### config.mk
export PLATFORM = sky130hd
export DESIGN_NAME = atu_front
export DESIGN_NICKNAME = d
export VERILOG_FILES = /design/src/hw/rtl/atu_pkg.sv /design/src/hw/rtl/atu_front.sv
export SDC_FILE = /design/constraint.sdc
export NUM_CORES = 2
export LEC_CHECK = 0
export BUFFER_PORTS_ARGS = -buffer_cell sky130_fd_sc_hd__buf_4
export CORE_UTILIZATION = 58
export DETAILED_ROUTE_END_ITERATION = 16
export GPL_ROUTABILITY_DRIVEN = 0
export HOLD_SLACK_MARGIN = 0.03
export PLACE_DENSITY = 0.78
export SETUP_SLACK_MARGIN = 0.3
export SYNTH_ARGS = -nofsm -noshare
export SYNTH_HDL_FRONTEND = slang
export SYNTH_SLANG_ARGS = --single-unit
### constraint.sdc
create_clock -name clk -period 7.33 [get_ports clk]
set_clock_uncertainty 0.2 [all_clocks]
set_input_delay 0.3665 -clock clk [delete_from_list [all_inputs] [get_ports clk]]
set_output_delay 0.3665 -clock clk [all_outputs]
set_load 0.01 [all_outputs]
### src/hw/rtl/atu_pkg.sv
// atu_pkg: shared types, widths and the cordic arctangent table
`default_nettype none
package atu_pkg;

  localparam int SUM_W  = 17;  // sample plus offset, signed
  localparam int SQR_W  = 34;  // sum of two squares, unsigned
  localparam int SQ_NW  = 52;  // radicand width: sum of squares times 2^16, even
  localparam int SQ_RW  = SQ_NW / 2;  // root width, 8 fraction bits
  localparam int XW     = 30;  // cordic x and y width, signed
  localparam int ZW     = 26;  // cordic angle width, degrees * 2^16, signed
  localparam int TAB_LEN = 24;

  localparam logic signed [ZW-1:0] DEG90 = 26'sd5898240;

  // atan(2^-i) in degrees * 2^16, rounded to nearest
  localparam logic [22:0] ATAN_TAB [0:TAB_LEN-1] = '{
    23'd2949120, 23'd1740967, 23'd919879, 23'd466945, 23'd234379, 23'd117304,
    23'd58666, 23'd29335, 23'd14668, 23'd7334, 23'd3667, 23'd1833,
    23'd917, 23'd458, 23'd229, 23'd115, 23'd57, 23'd29,
    23'd14, 23'd7, 23'd4, 23'd2, 23'd1, 23'd0
  };

  typedef enum logic [1:0] {
    REG_OFFSET_X   = 2'd0,
    REG_OFFSET_Y   = 2'd1,
    REG_OFFSET_Z   = 2'd2,
    REG_ANGLE_BIAS = 2'd3
  } atu_reg_t;

  // per-lane flags that ride along with the cordic
  typedef struct packed {
    logic num_zero;
    logic den_zero;
    logic num_neg;
  } atu_side_t;

endpackage
`default_nettype wire

### src/hw/rtl/atu_front.sv
// atu_front: offset add, squares and per-angle sums of squares
`default_nettype none
module atu_front
  import atu_pkg::*;
(
  input  wire logic                  clk,
  input  wire logic                  rst,
  input  wire logic                  en,
  input  wire logic                  valid_i,
  input  wire logic signed [15:0]    ax,
  input  wire logic signed [15:0]    ay,
  input  wire logic signed [15:0]    az,
  input  wire logic signed [15:0]    off_x,
  input  wire logic signed [15:0]    off_y,
  input  wire logic signed [15:0]    off_z,
  output logic                       valid_o,
  output logic [2:0][SUM_W-1:0]      num_o,
  output logic [2:0][SQR_W-1:0]      sq_o
);

  logic                    v_a, v_b;
  logic signed [SUM_W-1:0] sx, sy, sz, bx, by, bz;
  logic [SQR_W-2:0]        qx, qy, qz;
  logic signed [2*SUM_W-1:0] px, py, pz;

  assign px = sx * sx;
  assign py = sy * sy;
  assign pz = sz * sz;

  always_ff @(posedge clk) begin
    if (rst) begin
      v_a     <= 1'b0;
      v_b     <= 1'b0;
      valid_o <= 1'b0;
    end else if (en) begin
      v_a     <= valid_i;
      v_b     <= v_a;
      valid_o <= v_b;
    end
  end

  always_ff @(posedge clk) begin
    if (en) begin
      sx <= SUM_W'(ax) + SUM_W'(off_x);
      sy <= SUM_W'(ay) + SUM_W'(off_y);
      sz <= SUM_W'(az) + SUM_W'(off_z);
      qx <= px[SQR_W-2:0];
      qy <= py[SQR_W-2:0];
      qz <= pz[SQR_W-2:0];
      bx <= sx;
      by <= sy;
      bz <= sz;
      // lane 0 pitch, lane 1 roll, lane 2 yaw
      num_o[0] <= by;
      num_o[1] <= bx;
      num_o[2] <= bz;
      sq_o[0]  <= {1'b0, qx} + {1'b0, qz};
      sq_o[1]  <= {1'b0, qy} + {1'b0, qz};
      sq_o[2]  <= {1'b0, qx} + {1'b0, qy};
    end
  end

endmodule
`default_nettype wire

==> results_dict.tcl <==
set metrics [dict create \
    ant_nets 0 \
    drive_gt1_frac 0.1148 \
    rsz0062_at_grt "yes" \
    synth-edff-count 348 \
    n_fill_cell 5786 \
    required_ns 7.45 \
    path_cells "buf_4 -> and2_1 -> inv_1 -> fa_1 -> inv_1 -> fa_1 -> fa_1 -> fa_1 -> fa_1 -> inv_1 -> fa_1 -> inv_1 -> ha_1 -> and3_4 -> and3_1 -> a221o_1 -> or3_4 -> a221o_1 -> a211oi_2 -> o21bai_1 -> a21oi_2 -> xnor2_1" \
    synth.cell_area_um2 45060 \
    place_worst_setup_slack_ns 0.1687 \
    syn_avg_cell_area_um2 10.62 \
    fin_ws_ns 0.4890 \
    postSynth.asyncResetShare 0 \
    cts_tree "built" \
    crit_path_max_fanout 7 \
    timing.final.crit_share 0.9333 \
    cap_violations 0 \
    synth_flop_cell "edfxtp_1" \
    grt_antenna_before_repair 0 \
    pin_count 254 \
    coreArea_um2 76450 \
    rows 101 \
    yosysUniqueCellTypes 74 \
    htree_levels 2 \
    worstMarginPinSlew_ns 1.046 \
    clk_pin_slew_ns 0.06 \
    cts_buffers 41 \
    cts_root_buf "clkbuf_16" \
    die_area_um2 78810 \
    area_growth_pct 12.55 \
    portBuffers 253 \
    clock_sinks 351 \
    grt.overflow.total 0 \
    met3_usage 0.03832 \
    stdcell_area_um2 50720 \
    cpPeakStageDelay_ns 0.52 \
    drt_iter0_markers 1940 \
    setup_viol 0 \
    dpl_cell_area_um2 48610 \
    synth_warnings 0 \
    worstPathArrival_ns 6.96 \
    grt.busiest_layer "met2" \
    clockBufferDepth 3 \
    yosysTopAreaCell "fa_1" \
    grt_max_degree 143 \
    start_util 0.5894 \
    slew_headroom 0.2965 \
    wl_mm 97.17 \
    setup-tns-final_ns 0 \
    wl_per_cell_um 17.13 \
    max_freq_mhz 146.2 \
    hold_violations 0 \
    end_kind "register" \
    crit_type "reg -> reg" \
    slew_viol_final 0 \
    status "finished clean" \
    syn-num-nets 5533 \
    via_per_inst 5.339 \
    dr.pass1.iters 6 \
    die_x_um 280.7 \
    yosys.area.top_type_share 0.3492 \
    use_met2 0.4459 \
    die_y_um 280.7 \
    clk_latency_ns 0.57 \
    hold_class "in -> reg" \
    drcViolationCount 0 \
    cp-start-kind "register" \
    vias 30290 \
    synth.area.top_cells "fa_1, edfxtp_1, ha_1, inv_1, xnor2_1" \
    cp_common_cell "fa_1" \
    grt_pass1_vias 32210 \
    num-nets-final 5905 \
    dp_hpwl_mm 80.34 \
    yosysSeqAreaShare 0.2332 \
    use_met1 0.3412 \
    fin_crit_ns 6.841 \
    synth_cells 4242 \
    synth_seq_cells 351 \
    slowest_stage "edfxtp_1" \
    grt_pass1_wl_mm 160.0 \
    grt_usage 0.2592 \
]
==> cells in the final DEF (no fill, tap or decap), types with 37 or more instances in the layout <==
master | netlist | routed
a21o_1 | 76 | 76
a21oi_1 | 105 | 105
and2_1 | 174 | 174
buf_4 | 0 | 392
clkbuf_16 | 0 | 42
edfxtp_1 | 348 | 348
fa_1 | 786 | 781
ha_1 | 405 | 401
inv_1 | 1049 | 1046
nand2_1 | 278 | 276
nor2_1 | 178 | 176
nor2b_1 | 65 | 65
nor3_1 | 53 | 53
o21a_1 | 37 | 37
o21ai_0 | 69 | 69
xnor2_1 | 185 | 184
xor2_1 | 50 | 49
==> sequential cells by signal, indices dropped and copies added, names as in the netlist, 31 cells and up <==
signal and count:
sq_o 102, qz 31, num_o 51, qy 31, qx 31
==> through the flow <==
step | util | hold WS [ns] | std cells
final | 0.6634 | 0.05403 | 5673
after CTS | 0.6563 | 0.04047 | 5619
after global placement | 0.6358 | 0.2017 | 5528
after detailed placement | 0.6358 | 0.2045 | 5528
after floorplan | - | 0.2003 | 4242
after global routing | 0.6633 | 0.06518 | 5672
==> worst paths after layout <==
path	depth (start not counted)	startpoint	end	slack, ns
max	22	sy[6]	qy[31]	0.49
min	1	en	num_o[3]	0.05
max reg2reg	22	sy[6]	qy[31]	0.49
min reg2reg	0	by[6]	num_o[6]	0.21
==> critical path: cells and delay by family, from the launching register on <==
family | cells | cell delay [ns]
compound gates | 5 | 1.18
xor+xnor | 1 | 0.08
buf+inv | 5 | 0.42
simple gates | 4 | 0.99
flops | 1 | 0.52
fa+ha+maj | 7 | 3.22
==> cells by family (layout without fill, tap and decap cells) <==
group	count (synthesis)	count (layout)	synth area share
buffers and inverters	1131	1531	0.09424
other	0	1	0
AO/OA/AOI/OAI	448	448	0.06853
AND/OR/NAND/NOR	880	880	0.09524
XOR/XNOR	235	235	0.04568
multiplexers	6	6	0.001416
flip-flops	351	351	0.2332
adder cells (fa/ha/maj)	1191	1191	0.4617
==> timing repair <==
item,CTS,global route
endpoints found under the hold margin,7,0
setup endpoints to repair,4,14
hold buffers,9,0
resized for setup,0,34
buffers inserted,11,53
pin swaps,0,4
==> Yosys cell counts, types with 4 or more instances <==
library cell  instances
a2111oi_0            10
a211o_1               4
a211oi_1             18
a21boi_0              7
a21o_1               76
a21oi_1             105
a221o_1               7
a31o_2               14
a31oi_1               8
a41o_1                4
and2_1              174
and3_1               22
clkbuf_1             79
edfxtp_1            348
fa_1                786
ha_1                405
inv_1              1049
nand2_1             278
nand2b_1             22
nand3_1              35
nand4_1              16
nor2_1              178
nor2b_1              65
nor3_1               53
o2111ai_1             5
o211ai_1             13
o21a_1               37
o21ai_0              69
o21bai_1             14
o22ai_1               5
o31a_1                5
o31ai_1               4
o41ai_1               4
or2_2                 8
or3_1                13
xnor2_1             185
xor2_1               50
==> metal layers <==
metal,vias to the layer above,share of wire,wire length [um]
met5,-,0,0
met3,149,0.065,6324
li1,14050,-,-
met4,0,0.029,2773
met1,15230,0.41,39610
met2,860,0.50,48470
==> layout make-up <==
type | instances | area, um2 | share of cell area
diodes | 1 | 2.502 | 0.00004934
well taps | 1030 | 1289 | 0.02541
repair buffers | 411 | 3163 | 0.06237
clock inverters | 25 | 327.8 | 0.006464
inverters | 1049 | 3938 | 0.07764
multi-input cells | 2760 | 30420 | 0.5998
flip-flops and latches | 351 | 10510 | 0.2072
clock buffers | 46 | 1066 | 0.02102
Power is not shown: default switching activity piles up to over one toggle a cycle in this logic, so the estimate is an artifact.
