===== config.mk =====
export PLATFORM = sky130hd
export DESIGN_NAME = atu_sqrt
export DESIGN_NICKNAME = d
export VERILOG_FILES = /design/src/hw/rtl/atu_pkg.sv /design/src/hw/rtl/atu_sqrt.sv
export SDC_FILE = /design/constraint.sdc
export NUM_CORES = 2
export LEC_CHECK = 0
export ABC_AREA = 1
export BUFFER_PORTS_ARGS = -buffer_cell sky130_fd_sc_hd__buf_4
export CAP_MARGIN = 20
export CORE_MARGIN = 5
export CORE_UTILIZATION = 45
export DETAILED_ROUTE_END_ITERATION = 7
export GPL_TIMING_DRIVEN = 1
export REMOVE_ABC_BUFFERS = 1
export SYNTH_ARGS = -nofsm -noshare
export SYNTH_HDL_FRONTEND = slang
export SYNTH_SLANG_ARGS = --single-unit

===== constraint.sdc =====
create_clock -name clk -period 3.53 [get_ports clk]
set_input_delay 0.5295 -clock clk [delete_from_list [all_inputs] [get_ports clk]]
set_output_delay 0.5295 -clock clk [all_outputs]
set_load 0.02 [all_outputs]

===== src/hw/rtl/atu_pkg.sv =====
// atu_pkg: shared types, widths and the cordic arctangent table
`default_nettype none
package atu_pkg;

  localparam int SUM_W  = 17;  // sample plus offset, signed
  localparam int SQR_W  = 34;  // sum of two squares, unsigned
  localparam int SQ_NW  = 52;  // radicand width: sum of squares times 2^16, even
  localparam int SQ_RW  = SQ_NW / 2;  // root width, 8 fraction bits
  localparam int XW     = 30;  // cordic x and y width, signed
  localparam int ZW     = 26;  // cordic angle width, degrees * 2^16, signed
  localparam int TAB_LEN = 24;

  localparam logic signed [ZW-1:0] DEG90 = 26'sd5898240;

  // atan(2^-i) in degrees * 2^16, rounded to nearest
  localparam logic [22:0] ATAN_TAB [0:TAB_LEN-1] = '{
    23'd2949120, 23'd1740967, 23'd919879, 23'd466945, 23'd234379, 23'd117304,
    23'd58666, 23'd29335, 23'd14668, 23'd7334, 23'd3667, 23'd1833,
    23'd917, 23'd458, 23'd229, 23'd115, 23'd57, 23'd29,
    23'd14, 23'd7, 23'd4, 23'd2, 23'd1, 23'd0
  };

  typedef enum logic [1:0] {
    REG_OFFSET_X   = 2'd0,
    REG_OFFSET_Y   = 2'd1,
    REG_OFFSET_Z   = 2'd2,
    REG_ANGLE_BIAS = 2'd3
  } atu_reg_t;

  // per-lane flags that ride along with the cordic
  typedef struct packed {
    logic num_zero;
    logic den_zero;
    logic num_neg;
  } atu_side_t;

endpackage
`default_nettype wire


===== src/hw/rtl/atu_sqrt.sv =====
// atu_sqrt: pipelined restoring square root, one root bit per stage
`default_nettype none
module atu_sqrt
  import atu_pkg::*;
(
  input  wire logic                    clk,
  input  wire logic                    rst,
  input  wire logic                    en,
  input  wire logic                    valid_i,
  input  wire logic [SUM_W-1:0]        num_i,
  input  wire logic [SQR_W-1:0]        sq_i,
  output logic                         valid_o,
  output logic [SUM_W-1:0]             num_o,
  output logic [SQ_RW-1:0]             root_o
);

  logic                vld_q  [1:SQ_RW];
  logic [SUM_W-1:0]    num_q  [1:SQ_RW];
  logic [SQ_RW+1:0]    rem_q  [1:SQ_RW];
  logic [SQ_RW-1:0]    root_q [1:SQ_RW];
  logic [SQ_NW-1:0]    rad_q  [1:SQ_RW];

  for (genvar k = 0; k < SQ_RW; k++) begin : g_stage
    logic               v_in;
    logic [SUM_W-1:0]   n_in;
    logic [SQ_RW+1:0]   r_in;
    logic [SQ_RW-1:0]   q_in;
    logic [SQ_NW-1:0]   d_in;
    logic [SQ_RW+3:0]   cat, trial, diff;
    logic               take;

    if (k == 0) begin : g_first
      assign v_in = valid_i;
      assign n_in = num_i;
      assign r_in = '0;
      assign q_in = '0;
      assign d_in = {2'b00, sq_i, 16'b0};
    end else begin : g_next
      assign v_in = vld_q[k];
      assign n_in = num_q[k];
      assign r_in = rem_q[k];
      assign q_in = root_q[k];
      assign d_in = rad_q[k];
    end

    assign cat   = {r_in, d_in[SQ_NW-1:SQ_NW-2]};
    assign trial = {2'b00, q_in, 2'b01};
    assign diff  = cat - trial;
    assign take  = (cat >= trial);

    always_ff @(posedge clk) begin
      if (rst) begin
        vld_q[k+1] <= 1'b0;
      end else if (en) begin
        vld_q[k+1] <= v_in;
      end
    end

    always_ff @(posedge clk) begin
      if (en) begin
        num_q[k+1]  <= n_in;
        rem_q[k+1]  <= take ? diff[SQ_RW+1:0] : cat[SQ_RW+1:0];
        root_q[k+1] <= {q_in[SQ_RW-2:0], take};
        rad_q[k+1]  <= {d_in[SQ_NW-3:0], 2'b00};
      end
    end
  end

  assign valid_o = vld_q[SQ_RW];
  assign num_o   = num_q[SQ_RW];
  assign root_o  = root_q[SQ_RW];

endmodule
`default_nettype wire


==> results <==
- The largest single stage delay on the critical path is 410 ps.
- The cell depth of the worst flop-to-flop path is 15.
- The first detailed-routing pass ran for 6 iterations.
- The achievable frequency is 343 MHz.
- The number of different library cells used by synthesis comes to 53.
- After the first detailed-routing iteration, the DRC count stood at 5267.
- The flow ran to the end, and the final reports show no timing, DRC or antenna violations.
- IR analysis of the VDD net gives a maximum drop of 514 µV.
- At the end of the flow, the number of nets in the layout was 10.5k.
- The initial antenna violation count is 0.
- The remaining global-route overflow is 0.
- The highest fanout seen on the critical path is 31.
- The type of the worst setup path is reg2reg.
- Counting instances in the post-synthesis netlist gives the leading cell types as nand2_1, edfxtp_1, inv_1.
- In this run the cell area measured after placement is 94500 µm².
- The final-report max-slew violation count is 0.
- The clock sink total is 1726.
- The capture point of the worst reg-to-reg path is rem_q[0][600].
- In this run, synthesis inferred 1726 flip-flops with an integrated enable.
- Counting buffers and inverters, the worst setup path is 15 cells deep.
- The first global-routing pass estimated 358000 µm of wire.
- In this run the clock root is driven by a clkbuf_16.
- After detailed routing, the number of remaining DRC violations is 0.
- In the post-synthesis netlist, the biggest area contributors are edfxtp_1, nand2_1, inv_1, ha_1, nor2_1.
- The headroom to the max-slew limit is 36.9%.
- 99 I/O pins were placed.
- The average via count per standard cell is 4.99.
- The aggregate negative setup slack is 0 ps.
- The number of global-route vias before repair is 62.5k.
- The number of antenna diodes is 0.
- The final design area excluding fillers is 101000 µm².
- The clock tree from TritonCTS is yes.
- The beginning of the worst register-to-register path is root_q[10][0].
- The primary flip-flop cell chosen by synthesis mapping is edfxtp_1.
- The CTS clock-pin slew for the worst setup and hold paths is 60 ps.
- The post-detailed-placement half-perimeter wirelength is 179000 µm.
- The cell type group with the largest total delay on the critical path is simple AND/OR/NAND/NOR gates.
- The effective utilization at floorplan is 45.3%.
- Of the cells placed in the final design, the portion with a size suffix greater than 1 is 6.76%.
- In this run the cell area of the synthesized design comes to 90400 µm².
- The post-synthesis area per instance is 9.21 µm².
- The width of the die is 458 µm.
- The residual antenna-violating net count after detailed routing is 0.
- The area growth from synthesis to final layout is 11.9%.
- The share of the synthesized area in the top cell type is 57.4%.
- The clock passes through at most 3 buffers.
- The number of hold violations in the final report was 0.
- The floorplan has 164 rows.
- The tool flagged a number of max-cap violations equal to 0.
- The wire length after detailed routing is 231000 µm.
- STA classifies the critical path endpoint as a flip-flop.
- The routed design could run at a clock period as short as 2920 ps.
- Routability-driven placement finished with a final weighted congestion of 0.936.
- After detailed routing, the average wire length per cell comes to 17.8 µm.
- In this run the static leakage power is 44.6 nW.
- The maximum level of the CTS H-tree is 4.
- The cell area power density is 551 nW/µm².
- The count of input and output buffers is 97.
- The slowest stage cell on the critical path is fa_1.
- Setup repair after global routing left no endpoint under its margin.
- The capturing instance or port of the critical path is rem_q[0][600].
- The largest total area in the synthesized netlist belongs to edfxtp_1.
- At the pin with the least slew margin, the transition time is 938 ps.
- The critical path goes through inv_1 -> ha_1 -> inv_1 -> fa_1 -> inv_1 -> nand3_1 -> nand3_1 -> nand3_1 -> nand3_1 -> nand2_1 -> nand2_1 -> inv_2 -> buf_12 -> nand2_1 -> o21ai_0.
- The source of the critical timing path is root_q[10][0].
- The setup fix buffers added after clock tree synthesis is 0.
- The total core area is 200000 µm².
- The area of the die is 210000 µm².
- Global routing used 21.7% of the available tracks across all layers.
- The synthesized design contains 1726 register bits.
- The maximum number of pins on one net before global-route repair is 107.
- The required time of the critical path is 4090 ps.
- From bottom edge to top edge, the die measures 458 µm.
- Yosys printed 0 warnings.
- The slack of the worst reg-to-reg path is 610 ps.
- The via total after detailed routing is 64.7k.
- nand2_1 is the most common cell in the netlist.
- The share of the clock period used by the worst path after layout is 82.7%.
- The number of failing setup endpoints in the final timing report is 0.
- The clock buffer count from CTS is 187.
- The sort of element at the start of the critical path is a flip-flop.
- After synthesis, flip-flops and latches occupy 57.4% of the total area.
- The critical path data arrival time is 3480 ps.
- For this run, asynchronously set or reset flops after synthesis account for 0%.
- The min-delay analysis places its worst path in the category in2reg.
- Between clock sinks in the finished design, the worst skew comes to 20.9 ps.
- After technology mapping, the gate count stands at 9813.
- The most prevalent standard cell on the critical path is nand3_1.
- The clock network latency to the later pin of the worst-skew pair is 840 ps.
- Counting both buffers and inverters, the worst setup path holds a total of 5.
## sequential cells by signal, indices dropped and copies added, names as in the netlist
signal and flops:
rad_q 306, root_q 325, vld_q 26, rem_q 627
num_q 442
## where the power goes
group / leakage (nW) / internal (W) / switching, W / total (W)
Combinational: 25.1 / 0.00332 / 0.00669 / 0.0100
Sequential: 16.5 / 0.0249 / 0.00140 / 0.0263
Clock: 2.95 / 0.0113 / 0.00815 / 0.0194
## kinds of logic (layout without fill, tap and decap cells)
logic type,after synthesis,count (layout),synth area share (%)
and+or+nand+nor,5076,5076,23.6
buffers and inverters,1794,2277,7.92
other,1,2,0.00415
DFF,1726,1726,57.4
xor gates and xnor gates,248,248,2.40
adders and majority gates,344,344,4.82
AOI/OAI and AO/OA,624,624,3.90
## worst min-delay path by stage
stage	start	to	slack, ps	cells past startpoint
6_report	en	num_q[4][3]	250	1
3_3_place_gp	num_q[13][10]	num_q[14][10]	400	0
3_5_place_dp	num_q[11][6]	num_q[12][6]	400	0
2_1_floorplan	num_q[9][0]	num_q[10][0]	400	0
5_1_grt	en	num_q[4][3]	230	1
4_1_cts	en	num_q[4][3]	200	1
## layer usage
| layer | vias up | track usage [%] | share of wire [%] |
|---|---|---|---|
| li1 | 32600 | - | - |
| met1 | 30300 | 30.2 | 46 |
| met2 | 1472 | 35.9 | 47 |
| met3 | 351 | 2.62 | 4.4 |
| met4 | 0 | 6.57 | 3.0 |
| met5 | - | 0 | 0 |
## metrics by stage
stage	total power, W	cells	hold WS [ps]	worst slack, ps	utilization [%]
final	0.0558	13000	251	612	50.7
after global routing	0.0588	13000	232	411	50.7
after CTS	0.0564	13000	200	652	50.7
after detailed placement	0.0367	12600	405	675	47.3
after global placement	0.0366	12600	400	695	47.3
after floorplan	0.0330	9732	400	1080	-
## cell type report
class                      instances  area (µm²)
sequential                      1726       51800
multi-input combinational       6294       31400
timing repair buffer             220        2060
tap                             2656        3320
clock buffer                     228        4900
inverter                        1712        6440
fill                           18600       98500
clock inverter                   117        1200
## placed cells by master (no fill, tap or decap), drive strengths merged, types with 82 or more instances in the layout
cell / Yosys / layout
a21oi: 348 / 348
o21ai: 239 / 239
nor2: 900 / 900
nor3: 94 / 94
clkbuf: 4 / 228
buf: 78 / 168
xnor2: 98 / 98
inv: 1712 / 1727
edfxtp: 1726 / 1726
xor2: 150 / 150
nand3b: 82 / 82
nand4: 157 / 157
nand3: 604 / 604
ha: 337 / 337
nand2: 3137 / 3137
## what timing repair did
| item | in CTS | in global routing |
|---|---|---|
| endpoints found under the hold margin | 52 | 0 |
| gates resized for setup | 0 | 0 |
| hold buffers | 52 | 0 |
No activity file was read; power rests on OpenSTA's default activity.
