--- src/hw/rtl/atu_pkg.sv ---
// atu_pkg: shared types, widths and the cordic arctangent table
`default_nettype none
package atu_pkg;

  localparam int SUM_W  = 17;  // sample plus offset, signed
  localparam int SQR_W  = 34;  // sum of two squares, unsigned
  localparam int SQ_NW  = 52;  // radicand width: sum of squares times 2^16, even
  localparam int SQ_RW  = SQ_NW / 2;  // root width, 8 fraction bits
  localparam int XW     = 30;  // cordic x and y width, signed
  localparam int ZW     = 26;  // cordic angle width, degrees * 2^16, signed
  localparam int TAB_LEN = 24;

  localparam logic signed [ZW-1:0] DEG90 = 26'sd5898240;

  // atan(2^-i) in degrees * 2^16, rounded to nearest
  localparam logic [22:0] ATAN_TAB [0:TAB_LEN-1] = '{
    23'd2949120, 23'd1740967, 23'd919879, 23'd466945, 23'd234379, 23'd117304,
    23'd58666, 23'd29335, 23'd14668, 23'd7334, 23'd3667, 23'd1833,
    23'd917, 23'd458, 23'd229, 23'd115, 23'd57, 23'd29,
    23'd14, 23'd7, 23'd4, 23'd2, 23'd1, 23'd0
  };

  typedef enum logic [1:0] {
    REG_OFFSET_X   = 2'd0,
    REG_OFFSET_Y   = 2'd1,
    REG_OFFSET_Z   = 2'd2,
    REG_ANGLE_BIAS = 2'd3
  } atu_reg_t;

  // per-lane flags that ride along with the cordic
  typedef struct packed {
    logic num_zero;
    logic den_zero;
    logic num_neg;
  } atu_side_t;

endpackage
`default_nettype wire

--- src/hw/rtl/atu_cordic.sv ---
// atu_cordic: pipelined vectoring cordic giving atan(num / den) in degrees
`default_nettype none
module atu_cordic
  import atu_pkg::*;
#(
  parameter int STAGES = 16
) (
  input  wire logic                    clk,
  input  wire logic                    rst,
  input  wire logic                    en,
  input  wire logic                    valid_i,
  input  wire logic [SUM_W-1:0]        num_i,
  input  wire logic [SQ_RW-1:0]        den_i,
  output logic                         valid_o,
  output atu_side_t                    side_o,
  output logic signed [ZW-1:0]         z_o
);

  logic                vld_q  [0:STAGES];
  atu_side_t           side_q [0:STAGES];
  logic signed [XW-1:0] x_q   [0:STAGES];
  logic signed [XW-1:0] y_q   [0:STAGES];
  logic signed [ZW-1:0] z_q   [0:STAGES];

  // entry register: x = root, y = numerator * 2^8
  always_ff @(posedge clk) begin
    if (rst) begin
      vld_q[0] <= 1'b0;
    end else if (en) begin
      vld_q[0] <= valid_i;
    end
  end

  always_ff @(posedge clk) begin
    if (en) begin
      side_q[0].num_zero <= (num_i == '0);
      side_q[0].den_zero <= (den_i == '0);
      side_q[0].num_neg  <= num_i[SUM_W-1];
      x_q[0] <= {{(XW-SQ_RW){1'b0}}, den_i};
      y_q[0] <= {{(XW-SUM_W-8){num_i[SUM_W-1]}}, num_i, 8'b0};
      z_q[0] <= '0;
    end
  end

  for (genvar i = 0; i < STAGES; i++) begin : g_rot
    logic signed [ZW-1:0] t;
    logic                 up;

    assign t  = {{(ZW-23){1'b0}}, ATAN_TAB[i]};
    assign up = ~y_q[i][XW-1];

    always_ff @(posedge clk) begin
      if (rst) begin
        vld_q[i+1] <= 1'b0;
      end else if (en) begin
        vld_q[i+1] <= vld_q[i];
      end
    end

    always_ff @(posedge clk) begin
      if (en) begin
        side_q[i+1] <= side_q[i];
        if (up) begin
          x_q[i+1] <= x_q[i] + (y_q[i] >>> i);
          y_q[i+1] <= y_q[i] - (x_q[i] >>> i);
          z_q[i+1] <= z_q[i] + t;
        end else begin
          x_q[i+1] <= x_q[i] - (y_q[i] >>> i);
          y_q[i+1] <= y_q[i] + (x_q[i] >>> i);
          z_q[i+1] <= z_q[i] - t;
        end
      end
    end
  end

  assign valid_o = vld_q[STAGES];
  assign side_o  = side_q[STAGES];
  assign z_o     = z_q[STAGES];

endmodule
`default_nettype wire

--- config.mk ---
export PLATFORM = sky130hd
export DESIGN_NAME = atu_cordic
export DESIGN_NICKNAME = d
export VERILOG_FILES = /design/src/hw/rtl/atu_pkg.sv /design/src/hw/rtl/atu_cordic.sv
export SDC_FILE = /design/constraint.sdc
export NUM_CORES = 2
export LEC_CHECK = 0
export BUFFER_PORTS_ARGS = -buffer_cell sky130_fd_sc_hd__buf_2
export CORE_MARGIN = 2
export CORE_UTILIZATION = 30
export DETAILED_ROUTE_END_ITERATION = 7
export GPL_ROUTABILITY_DRIVEN = 1
export HOLD_SLACK_MARGIN = 0.03
export PLACE_DENSITY = 0.53
export SETUP_SLACK_MARGIN = 0.2
export SYNTH_ARGS = -nofsm -noshare
export SYNTH_HDL_FRONTEND = slang
export SYNTH_SLANG_ARGS = --single-unit
--- constraint.sdc ---
create_clock -name clk -period 5.9 [get_ports clk]
set_input_delay 0.59 -clock clk [delete_from_list [all_inputs] [get_ports clk]]
set_output_delay 0.59 -clock clk [all_outputs]
set_load 0.03 [all_outputs]
==> impl_metrics.json <==
{
  "outcome": "finished, final reports clean",
  "synth-seq-cells": 1299,
  "placementRows": 218,
  "startpoint": "y_q[10][15]",
  "finalSetupViolCount": 0,
  "cts_tree": "done",
  "drt-total-wl_um": 276000,
  "first_iter_violations": 4832,
  "synthesis.area_um2": 107000,
  "postCtsSetupRepairBufs": 0,
  "rr_startpoint": "y_q[10][15]",
  "nNetsFinal": 12500,
  "worstMarginPinSlew_ps": 1090,
  "track_usage": 0.148,
  "grt_max_degree": 132,
  "critPathLaunchType": "flip-flop",
  "io_buffers": 75,
  "place_congestion": 0.886,
  "fmax_ghz": 0.190,
  "grt_pass1_wl_um": 437000,
  "rsz0062_at_grt": "false",
  "wl_per_cell_um": 17.2,
  "antenna_found_initial": 3,
  "gr-total-overflow": 0,
  "synth_ff_type": "edfxtp_1",
  "core_um2": 353000,
  "synthesis.nets": 12300,
  "clockRootBuffer": "clkbuf_16",
  "synthCells": 11000,
  "cts-buffers-inserted": 165,
  "synth.distinct_cells": 86,
  "layout-drive-gt1-share": 0.0488,
  "cts_buffer_depth": 4,
  "cap_viol_max_count": 0,
  "fillers": 36100,
  "hpwl_um": 217000,
  "crit_arrival_ps": 5840,
  "hold_violations": 0,
  "path_class": "flip-flop to flip-flop",
  "end_kind": "flip-flop",
  "antenna_left": 0,
  "ys_seq_area_frac": 0.366,
  "ys_warn_count": 0,
  "clk_latency_ps": 880,
  "initial_core_util": 0.302,
  "htreeDepth": 4,
  "skew_ps": 74.8,
  "min_path_type": "input pin to flip-flop",
  "drv_slew": 0,
  "synthArstFlopShare": 0,
  "synth-edff-count": 1299,
  "tns_ps": 0,
  "holdCritStartpoint": "en",
  "dieArea_um2": 360000,
  "fin_crit_sh": 0.891,
  "cts_resized": 0,
  "slew_headroom": 0.265,
  "postSynthAreaPerCell_um2": 9.74,
  "die_h_um": 600,
  "slowest_stage": "or4_1",
  "io_pins": 77,
  "via_count": 80200,
  "die_x_um": 600,
  "crit_fanout": 5,
  "drc": 0,
  "firstDrtPassIters": 6,
  "area_growth_pct": 11.4,
  "clkTransAtPathRegs_ps": 60,
  "clock_sinks": 1299,
  "cp_slowest_stage_delay_ps": 600,
  "required_ps": 6480,
  "vias_per_cell": 5.01,
  "finalCriticalPeriod_ps": 5260,
  "crit_chain": "or4_1 -> or3_1 -> or4_1 -> nor4_1 -> nor2_1 -> xnor2_1 -> ha_1 -> a21o_1 -> a21o_1 -> a21oi_1 -> nand2b_1 -> a41oi_1 -> o211ai_1 -> a41oi_1 -> a21oi_1 -> a311oi_1 -> xnor2_1",
  "grt_pass1_vias": 78400
}
[cells in the final DEF (no fill, tap or decap), drive strengths merged, types with 42 or more instances in the layout]
cell and instances:
edfxtp 1299, ha 1272, a21oi 1008, xnor2 975, nor2 819, o21ai 665
nand2 652, xor2 563, inv 464, a21o 462, nor3 265, nand2b 217
clkbuf 186, nand3 180, nor2b 180, buf 173, o21a 163, o31ai 149
o21bai 120, a31oi 101, nand4 89, or3 81, a211oi 77, and2 75
and3 75, nor4 74, clkinv 72, o41ai 66, a21boi 63, o211ai 45
or2 43, dlygate4sd3 43, or4 42
[final timing paths]
kind                                    end  slack (ps)  cells after the start
worst max-delay path            x_q[11][28]         640                     17
worst min-delay path             x_q[1][13]         160                      1
worst max register to register  x_q[11][28]         640                     17
worst min register to register    z_q[6][1]         400                      0
[kinds of logic after synthesis]
group | count (synthesis) | synth area share
XOR/XNOR | 1538 | 0.126
AND/OR/NAND/NOR | 2863 | 0.130
flip-flops | 1299 | 0.366
adder cells (fa/ha/maj) | 1311 | 0.156
buffers and inverters | 654 | 0.0231
multiplexers | 57 | 0.00559
other | 1 | 0.0000351
AO/OA/AOI/OAI | 3235 | 0.193
[metrics by stage]
step                      utilization  instances  hold slack, ps  cell area (um^2)  worst slack [ps]
after CTS                       0.337      16000            82.3            119000               721
after global routing            0.337      16000             124            119000               256
after detailed placement        0.320      15700             405            113000               495
after floorplan                     -      11000             400            107000               896
after global placement          0.320      15700             403            113000               460
final                           0.337      16000             158            119000               644
[sequential cells by signal, summed over array words and instances, names as in the netlist]
name    cells
y_q       436
x_q       432
z_q       363
side_q     51
vld_q      17
[metal layers]
layer | vias to the layer above | routed length, um | GRT usage
li1 | 41000 | - | -
met1 | 37700 | 127000 | 0.192
met2 | 1158 | 133000 | 0.260
met3 | 329 | 8220 | 0.0142
met4 | 0 | 7630 | 0.0422
met5 | - | 0 | 0
[cell usage after synthesis, types with 17 or more instances]
library cell | instances | area share
a41o_1 | 19 | 0.0018
a2111oi_0 | 18 | 0.0015
edfxtp_1 | 1299 | 0.37
nand2_1 | 652 | 0.023
inv_1 | 448 | 0.016
nand3_1 | 180 | 0.0084
a221oi_1 | 25 | 0.0021
o21bai_1 | 120 | 0.0084
mux2i_1 | 36 | 0.0034
o211ai_1 | 45 | 0.0032
o2111ai_1 | 26 | 0.0021
ha_1 | 1272 | 0.15
nand4_1 | 89 | 0.0052
fa_1 | 39 | 0.0073
and4_1 | 19 | 0.0016
o41ai_1 | 62 | 0.0051
nor4_1 | 74 | 0.0043
nand2b_1 | 217 | 0.013
a211o_1 | 23 | 0.0019
or4_1 | 41 | 0.0029
a41oi_1 | 33 | 0.0027
o21ai_0 | 656 | 0.031
nor2b_1 | 180 | 0.011
nor3_1 | 265 | 0.012
a31o_2 | 25 | 0.0021
a21oi_1 | 1008 | 0.047
mux2_2 | 21 | 0.0022
nor3b_1 | 21 | 0.0015
or2_2 | 43 | 0.0025
o22ai_1 | 17 | 0.0010
or3_1 | 79 | 0.0046
a211oi_1 | 77 | 0.0054
a21o_1 | 462 | 0.033
a21boi_0 | 63 | 0.0044
nand3b_1 | 17 | 0.0012
nor2_1 | 818 | 0.029
and2_1 | 75 | 0.0044
clkbuf_1 | 184 | 0.0065
xor2_1 | 563 | 0.046
xnor2_1 | 975 | 0.080
o31ai_1 | 149 | 0.010
a31oi_1 | 101 | 0.0059
a221o_1 | 19 | 0.0018
o21a_1 | 163 | 0.011
and3_1 | 75 | 0.0044
[cell type report]
class	instances	area [um^2]	share of cell area
Sequential cell	1299	39000	0.328
Inverter	452	1700	0.0143
Tap cell	4730	5920	0.0498
Antenna cell	5	12.5	0.000105
Timing Repair Buffer	216	1590	0.0134
Clock buffer	186	4230	0.0356
Multi-Input combinational cell	9005	65200	0.549
Clock inverter	117	1220	0.0102
[critical path, delay by kind of cell, from the launching register on]
kind	cells	cell delay, ps
adder cells (fa/ha/maj)	1	340
XOR/XNOR	2	260
AO/OA/AOI/OAI	8	1740
flip-flops	1	470
AND/OR/NAND/NOR	6	2170
[timing repair]
item	4_1_cts	5_1_grt
endpoints found under the hold margin	44	0
setup endpoints to repair	0	0
hold buffers	43	0
Power is not shown: default switching activity piles up to over one toggle a cycle in this logic, so the estimate is an artifact.
